$ cat src/design/ritoa_pkg.sv
// Shared constants, types and helpers for the radix integer-to-ASCII converter.
// No dependencies; imported by ritoa_divider and radix_integer_to_ascii.
package ritoa_pkg;

  localparam int unsigned VALUE_WIDTH = 32;
  localparam int unsigned BITS_PER_CYCLE = 4;
  localparam int unsigned DIV_CYCLES = VALUE_WIDTH / BITS_PER_CYCLE;
  localparam int unsigned DIV_CNT_W = (DIV_CYCLES > 1) ? $clog2(DIV_CYCLES) : 1;
  localparam int unsigned ADDR_W = $clog2(VALUE_WIDTH);
  localparam int unsigned CNT_W = ADDR_W + 1;

  localparam int unsigned RADIX_W = 5;
  localparam int unsigned FLAGS_W = 2;
  localparam int unsigned CFG_IDX_W = 2;
  localparam int unsigned CFG_DATA_W = 5;

  localparam logic [CFG_IDX_W-1:0] REG_RADIX = 2'd0;
  localparam logic [CFG_IDX_W-1:0] REG_FORMAT_FLAGS = 2'd1;

  localparam logic [RADIX_W-1:0] RADIX_RESET = 5'd10;
  localparam logic [RADIX_W-1:0] RADIX_MIN = 5'd2;
  localparam logic [RADIX_W-1:0] RADIX_MAX = 5'd16;

  localparam int unsigned FLAG_UNSIGNED = 0;
  localparam int unsigned FLAG_LOWER = 1;

  localparam logic [7:0] CHAR_ZERO = 8'h30;
  localparam logic [7:0] CHAR_UPPER_A = 8'h41;
  localparam logic [7:0] CHAR_LOWER_A = 8'h61;
  localparam logic [7:0] CHAR_MINUS = 8'h2D;

  typedef struct packed {
    logic                   done;
    logic [VALUE_WIDTH-1:0] quotient;
    logic [3:0]             remainder;
  } div_result_t;

  // Map one digit to its ASCII code.
  function automatic logic [7:0] digit_char(input logic [3:0] digit, input logic lower);
    logic [7:0] d8;
    d8 = {4'd0, digit};
    if (digit < 4'd10) begin
      digit_char = CHAR_ZERO + d8;
    end else if (lower) begin
      digit_char = CHAR_LOWER_A + d8 - 8'd10;
    end else begin
      digit_char = CHAR_UPPER_A + d8 - 8'd10;
    end
  endfunction

endpackage

$ cat src/design/radix_integer_to_ascii.sv
// Radix integer-to-ASCII converter: one word in, its digits in base 2..16 out, MSD first.
// Each digit passes through the shared divider: a load, then DIV_CYCLES steps.
// Emission: a minus sign for a negative word, then per character a digit store read and a load.
// After the last character the sequencer goes idle before the next accept;
// one word at a time, s_axis_tready low meanwhile.
// Reset (rst_ni low, async): radix 10, flags 0, sequencer idle, output empty.
// Depends on ritoa_pkg and ritoa_divider.
module radix_integer_to_ascii (
  input  logic                                clk_i,
  input  logic                                rst_ni,
  // configuration writes
  input  logic                                cfg_valid_i,
  output logic                                cfg_ready_o,
  input  logic [ritoa_pkg::CFG_IDX_W-1:0]     cfg_index_i,
  input  logic [ritoa_pkg::CFG_DATA_W-1:0]    cfg_data_i,
  // input words
  input  logic                                s_axis_tvalid_i,
  output logic                                s_axis_tready_o,
  input  logic [ritoa_pkg::VALUE_WIDTH-1:0]   s_axis_tdata_i,  // [31:0] value
  // output characters
  output logic                                m_axis_tvalid_o,
  input  logic                                m_axis_tready_i,
  output logic [7:0]                          m_axis_tdata_o,  // [7:0] character
  output logic                                m_axis_tlast_o   // last
);
  import ritoa_pkg::*;

  localparam logic [2:0] ST_IDLE = 3'd0;
  localparam logic [2:0] ST_DIV  = 3'd1;
  localparam logic [2:0] ST_SIGN = 3'd2;
  localparam logic [2:0] ST_READ = 3'd3;
  localparam logic [2:0] ST_EMIT = 3'd4;

  logic [2:0]         state_q, state_d;
  logic [RADIX_W-1:0] radix_q, radix_d;
  logic [FLAGS_W-1:0] flags_q, flags_d;
  logic [CNT_W-1:0]   cnt_q, cnt_d;
  logic [ADDR_W-1:0]  idx_q, idx_d;
  logic               neg_q, neg_d;
  logic               lower_q, lower_d;

  logic               out_valid_q, out_valid_d;
  logic [7:0]         out_char_q, out_char_d;
  logic               out_last_q, out_last_d;

  logic [3:0]         digit_store [VALUE_WIDTH];
  logic [3:0]         rd_data_q;

  logic                   accept;
  logic                   out_free;
  logic                   div_start;
  logic [VALUE_WIDTH-1:0] div_dividend;
  logic [RADIX_W-1:0]     base;
  logic                   in_neg;
  logic [VALUE_WIDTH-1:0] in_mag;
  div_result_t            div_res;

  assign cfg_ready_o     = 1'b1;
  assign s_axis_tready_o = (state_q == ST_IDLE);
  assign accept          = s_axis_tvalid_i && s_axis_tready_o;
  assign out_free        = !out_valid_q || m_axis_tready_i;

  // saturate the base into 2..16
  always_comb begin
    if (radix_q < RADIX_MIN) begin
      base = RADIX_MIN;
    end else if (radix_q > RADIX_MAX) begin
      base = RADIX_MAX;
    end else begin
      base = radix_q;
    end
  end

  assign in_neg = !flags_q[FLAG_UNSIGNED] && s_axis_tdata_i[VALUE_WIDTH-1];
  assign in_mag = in_neg ? (~s_axis_tdata_i + 1'b1) : s_axis_tdata_i;

  always_comb begin
    radix_d = radix_q;
    flags_d = flags_q;
    if (cfg_valid_i && cfg_ready_o) begin
      case (cfg_index_i)
        REG_RADIX:        radix_d = cfg_data_i[RADIX_W-1:0];
        REG_FORMAT_FLAGS: flags_d = cfg_data_i[FLAGS_W-1:0];
        default: ;
      endcase
    end
  end

  always_comb begin
    state_d      = state_q;
    cnt_d        = cnt_q;
    idx_d        = idx_q;
    neg_d        = neg_q;
    lower_d      = lower_q;
    div_start    = 1'b0;
    div_dividend = in_mag;
    out_valid_d  = out_valid_q && !m_axis_tready_i;
    out_char_d   = out_char_q;
    out_last_d   = out_last_q;
    case (state_q)
      ST_IDLE: begin
        if (accept) begin
          neg_d     = in_neg;
          lower_d   = flags_q[FLAG_LOWER];
          cnt_d     = '0;
          div_start = 1'b1;
          state_d   = ST_DIV;
        end
      end
      ST_DIV: begin
        if (div_res.done) begin
          cnt_d = cnt_q + 1'b1;
          if ((div_res.quotient == '0) || (cnt_q == CNT_W'(VALUE_WIDTH - 1))) begin
            idx_d   = cnt_q[ADDR_W-1:0];
            state_d = neg_q ? ST_SIGN : ST_READ;
          end else begin
            // next digit: divide the quotient again
            div_start    = 1'b1;
            div_dividend = div_res.quotient;
          end
        end
      end
      ST_SIGN: begin
        if (out_free) begin
          out_valid_d = 1'b1;
          out_char_d  = CHAR_MINUS;
          out_last_d  = 1'b0;
          state_d     = ST_READ;
        end
      end
      ST_READ: begin
        state_d = ST_EMIT;
      end
      ST_EMIT: begin
        if (out_free) begin
          out_valid_d = 1'b1;
          out_char_d  = digit_char(rd_data_q, lower_q);
          out_last_d  = (idx_q == '0);
          if (idx_q == '0) begin
            state_d = ST_IDLE;
          end else begin
            idx_d   = idx_q - 1'b1;
            state_d = ST_READ;
          end
        end
      end
      default: state_d = ST_IDLE;
    endcase
  end

  ritoa_divider u_divider (
    .clk_i      (clk_i),
    .rst_ni     (rst_ni),
    .start_i    (div_start),
    .dividend_i (div_dividend),
    .divisor_i  (base),
    .result_o   (div_res)
  );

  always_ff @(posedge clk_i or negedge rst_ni) begin
    if (!rst_ni) begin
      state_q     <= ST_IDLE;
      radix_q     <= RADIX_RESET;
      flags_q     <= '0;
      cnt_q       <= '0;
      idx_q       <= '0;
      neg_q       <= 1'b0;
      lower_q     <= 1'b0;
      out_valid_q <= 1'b0;
    end else begin
      state_q     <= state_d;
      radix_q     <= radix_d;
      flags_q     <= flags_d;
      cnt_q       <= cnt_d;
      idx_q       <= idx_d;
      neg_q       <= neg_d;
      lower_q     <= lower_d;
      out_valid_q <= out_valid_d;
    end
  end

  always_ff @(posedge clk_i) begin
    out_char_q <= out_char_d;
    out_last_q <= out_last_d;
  end

  // digit store, least significant digit at address 0
  always_ff @(posedge clk_i) begin
    if ((state_q == ST_DIV) && div_res.done) begin
      digit_store[cnt_q[ADDR_W-1:0]] <= div_res.remainder;
    end
    rd_data_q <= digit_store[idx_q];
  end

  assign m_axis_tvalid_o = out_valid_q;
  assign m_axis_tdata_o  = out_char_q;
  assign m_axis_tlast_o  = out_last_q;

endmodule

$ cat src/design/ritoa_divider.sv
// Iterative divider by a small radix (2..16), BITS_PER_CYCLE quotient bits per cycle.
// Depends on ritoa_pkg.
module ritoa_divider (
  input  logic                             clk_i,
  input  logic                             rst_ni,
  input  logic                             start_i,
  input  logic [ritoa_pkg::VALUE_WIDTH-1:0] dividend_i,
  input  logic [ritoa_pkg::RADIX_W-1:0]    divisor_i,
  output ritoa_pkg::div_result_t           result_o
);
  import ritoa_pkg::*;

  logic                   busy_q, busy_d;
  logic [DIV_CNT_W-1:0]   cnt_q, cnt_d;
  logic [VALUE_WIDTH-1:0] shift_q, shift_d;
  logic [3:0]             rem_q, rem_d;
  logic [RADIX_W-1:0]     div_q, div_d;
  logic                   done_q, done_d;

  logic [VALUE_WIDTH-1:0] sh;
  logic [3:0]             rm;
  logic [4:0]             trial;

  always_comb begin
    sh = shift_q;
    rm = rem_q;
    trial = '0;
    // shift in the top dividend bit, compare-subtract, shift the quotient bit in at the bottom
    for (int i = 0; i < BITS_PER_CYCLE; i++) begin
      trial = {rm, sh[VALUE_WIDTH-1]};
      if (trial >= div_q) begin
        trial = trial - div_q;
        sh = {sh[VALUE_WIDTH-2:0], 1'b1};
      end else begin
        sh = {sh[VALUE_WIDTH-2:0], 1'b0};
      end
      rm = trial[3:0];
    end
  end

  always_comb begin
    busy_d  = busy_q;
    cnt_d   = cnt_q;
    shift_d = shift_q;
    rem_d   = rem_q;
    div_d   = div_q;
    done_d  = 1'b0;
    if (start_i) begin
      busy_d  = 1'b1;
      cnt_d   = '0;
      shift_d = dividend_i;
      rem_d   = '0;
      div_d   = divisor_i;
    end else if (busy_q) begin
      shift_d = sh;
      rem_d   = rm;
      cnt_d   = cnt_q + 1'b1;
      if (cnt_q == DIV_CNT_W'(DIV_CYCLES - 1)) begin
        busy_d = 1'b0;
        done_d = 1'b1;
      end
    end
  end

  always_ff @(posedge clk_i or negedge rst_ni) begin
    if (!rst_ni) begin
      busy_q <= 1'b0;
      cnt_q  <= '0;
      done_q <= 1'b0;
    end else begin
      busy_q <= busy_d;
      cnt_q  <= cnt_d;
      done_q <= done_d;
    end
  end

  always_ff @(posedge clk_i) begin
    shift_q <= shift_d;
    rem_q   <= rem_d;
    div_q   <= div_d;
  end

  assign result_o.done      = done_q;
  assign result_o.quotient  = shift_q;
  assign result_o.remainder = rem_q;

endmodule

$ cat config.mk
export PLATFORM = sky130hd
export DESIGN_NAME = radix_integer_to_ascii
export DESIGN_NICKNAME = d
export VERILOG_FILES = /design/src/design/ritoa_pkg.sv /design/src/design/radix_integer_to_ascii.sv /design/src/design/ritoa_divider.sv
export SDC_FILE = /design/constraint.sdc
export NUM_CORES = 1
export LEC_CHECK = 0
export BUFFER_PORTS_ARGS = -buffer_cell sky130_fd_sc_hd__buf_2
export CAP_MARGIN = 20
export CORE_MARGIN = 2
export CORE_UTILIZATION = 35
export DETAILED_ROUTE_END_ITERATION = 6
export PLACE_DENSITY = 0.48
export SLEW_MARGIN = 10
export SYNTH_ARGS = -nofsm -noshare
export SYNTH_HDL_FRONTEND = slang
export SYNTH_SLANG_ARGS = --single-unit
$ cat constraint.sdc
create_clock -name clk_i -period 6.55 [get_ports clk_i]
set_clock_uncertainty 0.1 [all_clocks]
set_input_delay 0.9825 -clock clk_i [delete_from_list [all_inputs] [get_ports clk_i]]
set_output_delay 0.9825 -clock clk_i [all_outputs]
set_load 0.02 [all_outputs]
After elaboration in Yosys (flattened, before gate mapping)
Memory sizes are Yosys's and may differ from the RTL's. A register that Yosys moved wholly into a read port is not among the register bits.
Index checks and enable logic that the tools add are counted.
{"block": "totals", "output_inout_bits": 12, "word_cells": 135, "in_bits": 44, "regBits": 79, "rom_bits": 0, "ramBits": 128, "latchBits": 0, "n_memories": 1}
{"block": "op_classes", "reduce_logical": 27, "shift": 0, "magnitude_cmp": 7, "n_addsub": 13, "n_eq_ne": 14, "bitwise": 1, "div": 0, "muxes": 55, "multipliers": 0}
{"memory": "digit_store", "depth": 32, "word_bits": 4, "read_ports": 1, "rd_clocked_by_memory_dff": 1, "write_ports": 1, "line_no": "radix_integer_to_ascii.sv:46", "text": "logic [3:0] digit_store [VALUE_WIDTH];"}
{"op": "$mux 32", "count": 6}
{"op": "$add 32x1->32 const B", "count": 1}
{"op": "$logic_not 32->1", "count": 1}
{"op": "$mux 8", "count": 4}
{"op": "$not 32->32", "count": 1}
{"op": "$mux 5", "count": 5}
{"op": "$mux 3", "count": 7}
{"op": "$ge 5x5->1", "count": 4}
{"op": "$mux 1", "count": 20}
{"op": "$add 7x4->8 const A", "count": 2}
{"op": "$mux 4", "count": 4}
{"op": "$pmux 8 s2", "count": 1}
{"op": "$sub 4x4->4", "count": 4}
{"op": "$sub 8x4->8 const B", "count": 2}
{"op": "$pmux 3 s5", "count": 1}
{"op": "$mux 6", "count": 2}
{"op": "$pmux 6 s2", "count": 1}
{"op": "$pmux 5 s2", "count": 1}
{"op": "$reduce_and 5->1", "count": 2}
{"op": "$ne 2x2->1 const B", "count": 4}
{"op": "$reduce_and 2->1", "count": 4}
{"op": "$reduce_bool 2->1", "count": 4}
{"op": "$add 6x4->7 const A", "count": 1}
{"op": "$add 6x1->6 const B", "count": 1}
{"op": "22 further kinds", "count": 34}

Longest topological paths before layout
{"block": "logic_depth", "word_depth": 10, "mapped_depth": 26, "depth_no_buf": 26}

Cells and area by module
From an unflattened synthesis, not the netlist that was laid out.
{"block": "unflattened", "cells_unflattened": 832, "area_unflattened_um2": 10757.8}
{"mod": "radix_integer_to_ascii", "seq_area_each_um2": 4767.1, "instances": 1, "cells_each": 611, "area_per_inst_um2": 7982.7}
{"mod": "ritoa_divider", "seq_area_each_um2": 1316.3, "instances": 1, "cells_each": 221, "area_per_inst_um2": 2775.2}

Least setup slack after synthesis
Ideal clock, no wire load.
{"block": "synth_path", "path_type": "register -> register", "start": "register u_divider.rem_q[0]", "end": "register u_divider.rem_q[3]", "stages_incl_launch_ff": 24, "setup_ns": 0.087, "path_buffers": 0, "required_time_ns": 6.363, "period_less_slack_ns": 5.883, "slack_ns": 0.667, "arrival_time_ns": 5.695, "path_cell_list": "dfxtp_1 > ha_1 > a211oi_1 > o21bai_1 > a21oi_1 > mux2_2 > ha_1 > o21a_1 > nor2_1 > a21oi_1 > mux2i_1 > ha_1 > a21o_1 > a31oi_1 > o21ai_1 > inv_1 > a21o_1 > ha_1 > a21o_1 > a31oi_1 > o21ai_1 > nor3b_1 > a21o_1 > o31ai_1"}
{"block": "synth_via", "elab_chain_cells": 8, "word_cells_on_any_way": 12, "classes_between": "add/sub: 4; order compare: 4; mux: 4"}
{"item": "from (decl)", "line_no": "ritoa_divider.sv:16", "text": "logic [3:0] rem_q, rem_d;"}
{"item": "from (signal assigned)", "line_no": "ritoa_divider.sv:79", "text": "rem_q <= rem_d;"}
{"item": "$sub 4x4->4 / $ge 5x5->1 (equally long branches)", "line_no": "ritoa_divider.sv:32, ritoa_divider.sv:31"}
{"item": "$mux 4 *", "line_no": "ritoa_divider.sv:31", "text": "if (trial >= div_q) begin"}
{"item": "$sub 4x4->4 / $ge 5x5->1 (equally long branches)", "line_no": "ritoa_divider.sv:32, ritoa_divider.sv:31"}
{"item": "$mux 4 *", "line_no": "ritoa_divider.sv:31"}
{"item": "$ge 5x5->1 / $sub 4x4->4 (equally long branches)", "line_no": "ritoa_divider.sv:31, ritoa_divider.sv:32"}
{"item": "$mux 4 *", "line_no": "ritoa_divider.sv:31"}
{"item": "$sub 4x4->4 / $ge 5x5->1 (equally long branches)", "line_no": "ritoa_divider.sv:32, ritoa_divider.sv:31"}
{"item": "$mux 4 *", "line_no": "ritoa_divider.sv:31"}
Mark *: on every way between the ends. The rest lies on a longest branch, timed or not.
A chain may end at the register's enable or synchronous reset.

Final worst setup path
{"block": "layout_path", "start": "register u_divider.shift_q[31]", "end": "register u_divider.rem_q[3]"}
{"block": "layout_via", "elab_chain_cells": 8, "word_cells_on_any_way": 17, "classes_between": "add/sub: 4; order compare: 4; mux: 7; reduce/logical: 2"}
{"item": "from (decl)", "line_no": "ritoa_divider.sv:15", "text": "logic [VALUE_WIDTH-1:0] shift_q, shift_d;"}
{"item": "from (signal assigned)", "line_no": "ritoa_divider.sv:78", "text": "shift_q <= shift_d;"}
{"item": "$sub 4x4->4 / $ge 5x5->1 (equally long branches)", "line_no": "ritoa_divider.sv:32, ritoa_divider.sv:31"}
{"item": "$mux 4", "line_no": "ritoa_divider.sv:31"}
{"item": "$sub 4x4->4 / $ge 5x5->1 (equally long branches)", "line_no": "ritoa_divider.sv:32, ritoa_divider.sv:31"}
{"item": "$mux 4", "line_no": "ritoa_divider.sv:31"}
{"item": "$sub 4x4->4 / $ge 5x5->1 (equally long branches)", "line_no": "ritoa_divider.sv:32, ritoa_divider.sv:31"}
{"item": "$mux 4", "line_no": "ritoa_divider.sv:31"}
{"item": "$sub 4x4->4 / $ge 5x5->1 (equally long branches)", "line_no": "ritoa_divider.sv:32, ritoa_divider.sv:31"}
{"item": "$mux 4", "line_no": "ritoa_divider.sv:31"}
Several ways; a longest one is shown, not always the timed one.

==> results.txt <==
----------------------------------------------------
[Layout]
  NumNets Final ... 911
  Area of the multi-input gates ... 3860 um^2
  Register Area ... 6080 um^2
  Diode count ... 0
  Syn-to-layout area delta ... 14.0%
  Design area ... 11700 um^2
  Fill cell total of the finished layout ... 2707
  Fraction of layout instances using a drive strength above 1 ... 20.2%

[Detailed routing]
  Post-detailed-routing wire length ... 22800 um
  DRC violation count after routing ... 0
  Number of DRC violations after detailed-routing iteration 0 ... 452
  Number of vias in the routed layout ... 6377
  Pre-Repair DR Iteration Count ... 6
  Final ANT Viol Nets ... 0
  Average vias per placed instance ... 5.17
  Routed wire per std cell ... 18.5 um

[Critical path]
  Reg2reg setup slack ... 0.59 ns
  Worst r2r src ... u_divider.shift_q[31]$_DFFE_PP_
  Delay of the slowest cell on the worst path ... 0.41 ns
  Most numerous cell on the critical path ... a21o_1
  R2R depth ... 26
  Critical-path maximum fanout ... 10
  Classification of the worst setup path ... reg -> reg
  Critical Path AT ... 6.28 ns
  Top Family by Delay on Critical Path ... compound AO/OA/AOI/OAI gates
  Data required time of the critical path ... 6.87 ns
  Cell type of the slowest stage on the worst timing path ... edfxtp_1
  Buffers plus inverters on the worst setup path ... 2
  Launching element type of the critical path ... register
  Worst setup EP type ... register
  Crit Reg-Reg Endpoint ... u_divider.rem_q[3]$_SDFFE_PP0P_

[Status]
  Status ... completed

[Logic synthesis]
  Area leader, netlist ... edfxtp_1
  Fraction of synthesized cell area taken by the top area cell type ... 50.8%
  Count of mapped cells out of synthesis ... 778
  Ys async rst share ... 13.8%
  Synthesized Nets ... 856
  Ranking of synthesized cells by area ... edfxtp_1 (51%), mux4_2 (8.8%), dfrtp_1 (6.6%)
  Avg Inst Size Synth ... 13.2 um^2
  Distinct cell type count of the synthesized netlist ... 61
  Number of synthesized register bits ... 210
  Post-synth EDFFs ... 173
  Dominant synthesized flop cell ... edfxtp_1
  Post-Syn Area ... 10200 um^2
  Synth warn ... 0
  Seq/Total Area, Yosys ... 59.4%

[Placement]
  Routability Congestion ... 0.824
  Cell Area, Placed ... 10900 um^2
  HPWL after detailed placement ... 15800 um
  PortBufs ... 53

[GRT]
  Via count of the first global-routing pass ... 6665
  Largest net degree at the start of global routing ... 55
  Global-route wire length before repair ... 36800 um
  Gr usage total ... 15.3%
  Number of antenna violations at the first check in global routing ... 0
  Final global-route overflow total ... 0

[Timing]
  Final Critical Period ... 5.96 ns
  Unrepaired setup endpoints after global routing ... false
  Slew @ Worst Pin ... 0.944 ns
  Number of setup violations in the final report ... 0
  Aggregate negative setup slack ... 0 ns
  Upper clock frequency limit ... 168 MHz
  Share of the clock period used by the worst path ... 90.9%
  Worst slew margin relative to its limit ... 36.9%
  Number of max-slew violations in the final report ... 0
  Count of final hold-check violations ... 0

[Clocking]
  Post-CTS Hold Fix Bufs ... 0
  Number of clock buffers inserted by TritonCTS ... 24
  Clock root cell ... clkbuf_16
  Clock transition at the registers of the reported paths ... 0.06 ns
  Skew-Pair Late Insertion Delay ... 0.52 ns
  H-tree levels ... 1
  CTS tree ... done
  Sinks on Clock Net ... 210
  Worst-case clock buffer depth ... 3

[Die]
  Core Box Area ... 28800 um^2
  Die X ... 175 um
  Cell row count ... 62
  Total I/O pin count ... 56
  Initial core utilization ... 35.6%
  Area of the die ... 30600 um^2
  Chip Height ... 175 um

[Flow run]
  Max-cap violation count ... 0

[Power]
  Power Density ... 434 nW/um^2
  Worst IR drop on VDD ... 0.337 mV
  Leakage dissipation ... 4.21 nW

[Min path]
  Type of the worst min-delay path ... reg -> reg
  Worst hold path stage count ... 2
  Launch point of the worst hold path ... neg_q$_DFFE_PN0P_
  Endpoint of the worst hold-timing path ... neg_q$_DFFE_PN0P_

----------------------------------------------------
-- state kept, by name, indices dropped and copies added, names as in the netlist, 2 cells and up --
name / flops
digit_store: 128
u_divider.shift_q: 32
m_axis_tdata_o: 7
cnt_q: 6
idx_q: 5
radix_q: 5
u_divider.div_q: 5
rd_data_q: 4
u_divider.rem_q: 4
state_q: 3
u_divider.cnt_q: 3
flags_q: 2
-- final cells by class --
cell class | instances | area share (%)
Clock buffer | 33 | 5.79
Clock inverter | 10 | 0.525
Inverter | 37 | 1.19
Multi-Input combinational cell | 493 | 33.1
Sequential cell | 210 | 52.1
Tap cell | 384 | 4.12
Timing Repair Buffer | 67 | 3.17
-- metal layers --
metal	track usage [%]	up-vias	wire, um
met1	20.0	3172	10200
met5	0	-	0
met2	26.6	145	11300
li1	-	3029	-
met3	2.24	31	862
met4	3.99	0	458
-- cell usage after synthesis, drive strengths merged, types with 12 or more instances --
master,count
edfxtp,173
nor2,74
nand2,63
o21ai,50
mux4,40
a21oi,38
inv,37
ha,30
xnor2,28
dfrtp,27
clkbuf,23
buf,15
mux2,15
nor3,14
nor4,14
xor2,14
a31oi,12
-- power by group --
group	internal (W)	switching, W	leakage, nW	total [W]
clock network	0.000721	0.000517	0.357	0.00124
registers	0.00176	0.000136	2.00	0.00189
logic	0.000826	0.00110	1.85	0.00193
-- worst max path at each step --
stage	from	endpoint	slack (ns)	cells past startpoint
finish	u_divider.shift_q[31]$_DFFE_PP_	u_divider.rem_q[3]$_SDFFE_PP0P_	0.59	26
global route	u_divider.shift_q[31]$_DFFE_PP_	u_divider.rem_q[3]$_SDFFE_PP0P_	0.14	25
CTS	u_divider.div_q[0]$_SDFFCE_PP0P_	u_divider.rem_q[3]$_SDFFE_PP0P_	0.30	24
detailed placement	u_divider.div_q[0]$_SDFFCE_PP0P_	u_divider.rem_q[3]$_SDFFE_PP0P_	0.35	24
global placement	u_divider.shift_q[31]$_DFFE_PP_	u_divider.rem_q[3]$_SDFFE_PP0P_	0.57	26
floorplan	u_divider.rem_q[0]$_SDFFE_PP0P_	u_divider.rem_q[3]$_SDFFE_PP0P_	0.67	23
-- per-stage QoR --
stage          power [W]  std cells  hold slack, ns  utilization [%]  worst slack, ns
6_report         0.00506       1234           0.399             40.5            0.594
5_1_grt          0.00541       1234           0.441             40.5            0.136
4_1_cts          0.00508       1234           0.403             40.5            0.295
3_5_place_dp     0.00382       1191           0.390             38.0            0.347
3_3_place_gp     0.00379       1191           0.383             38.0            0.572
2_1_floorplan    0.00328        778           0.333                -            0.667
-- cells in the final DEF, fill, tap and decap left out, drive strengths merged, types with 6 or more instances in the layout --
cell | netlist | routed
o21ai | 50 | 50
inv | 37 | 38
nor4 | 14 | 14
a211oi | 6 | 6
a21o | 9 | 9
o31ai | 8 | 8
dfrtp | 27 | 27
mux4 | 40 | 40
nor3 | 14 | 14
mux2 | 15 | 15
dfxtp | 8 | 8
nand2b | 8 | 8
a31oi | 12 | 12
clkinv | 0 | 8
xnor2 | 28 | 28
ha | 30 | 30
buf | 15 | 67
clkbuf | 23 | 33
nor2 | 74 | 74
nand2 | 63 | 63
edfxtp | 173 | 173
a21oi | 38 | 38
xor2 | 14 | 14
-- cells by family (layout without fill, tap and decap cells) --
group	Yosys count	count (layout)	synth area share, %
AO/OA/AOI/OAI	144	144	8.57
XOR/XNOR	42	42	3.59
adder cells (fa/ha/maj)	34	34	4.45
buffers and inverters	75	147	2.96
flip-flops	210	210	59.4
multiplexers	60	60	10.9
other	2	2	0.0734
AND/OR/NAND/NOR	211	211	9.96
-- worst reg2reg max path, cell delays in order (launching register included) --
cell	delay, ns
edfxtp_1	0.41
inv_1	0.07
ha_1	0.32
nand2b_1	0.15
a211oi_1	0.26
o21bai_1	0.16
a21oi_2	0.29
mux2_2	0.39
ha_1	0.30
o21a_1	0.17
nor2_1	0.13
a21o_1	0.17
mux2i_1	0.31
ha_1	0.34
a21o_1	0.18
a31oi_1	0.15
o21ai_1	0.12
buf_4	0.18
nor2b_1	0.15
a21o_1	0.15
ha_1	0.34
a21o_1	0.13
a31oi_1	0.04
o21ai_2	0.37
nor3b_1	0.11
a21o_1	0.17
o31ai_1	0.21
-- timing repair --
item,CTS,global route
gates resized for setup,0,2
setup endpoints to repair,0,4
buffers inserted,0,0
(Power assumes the default switching activity.)
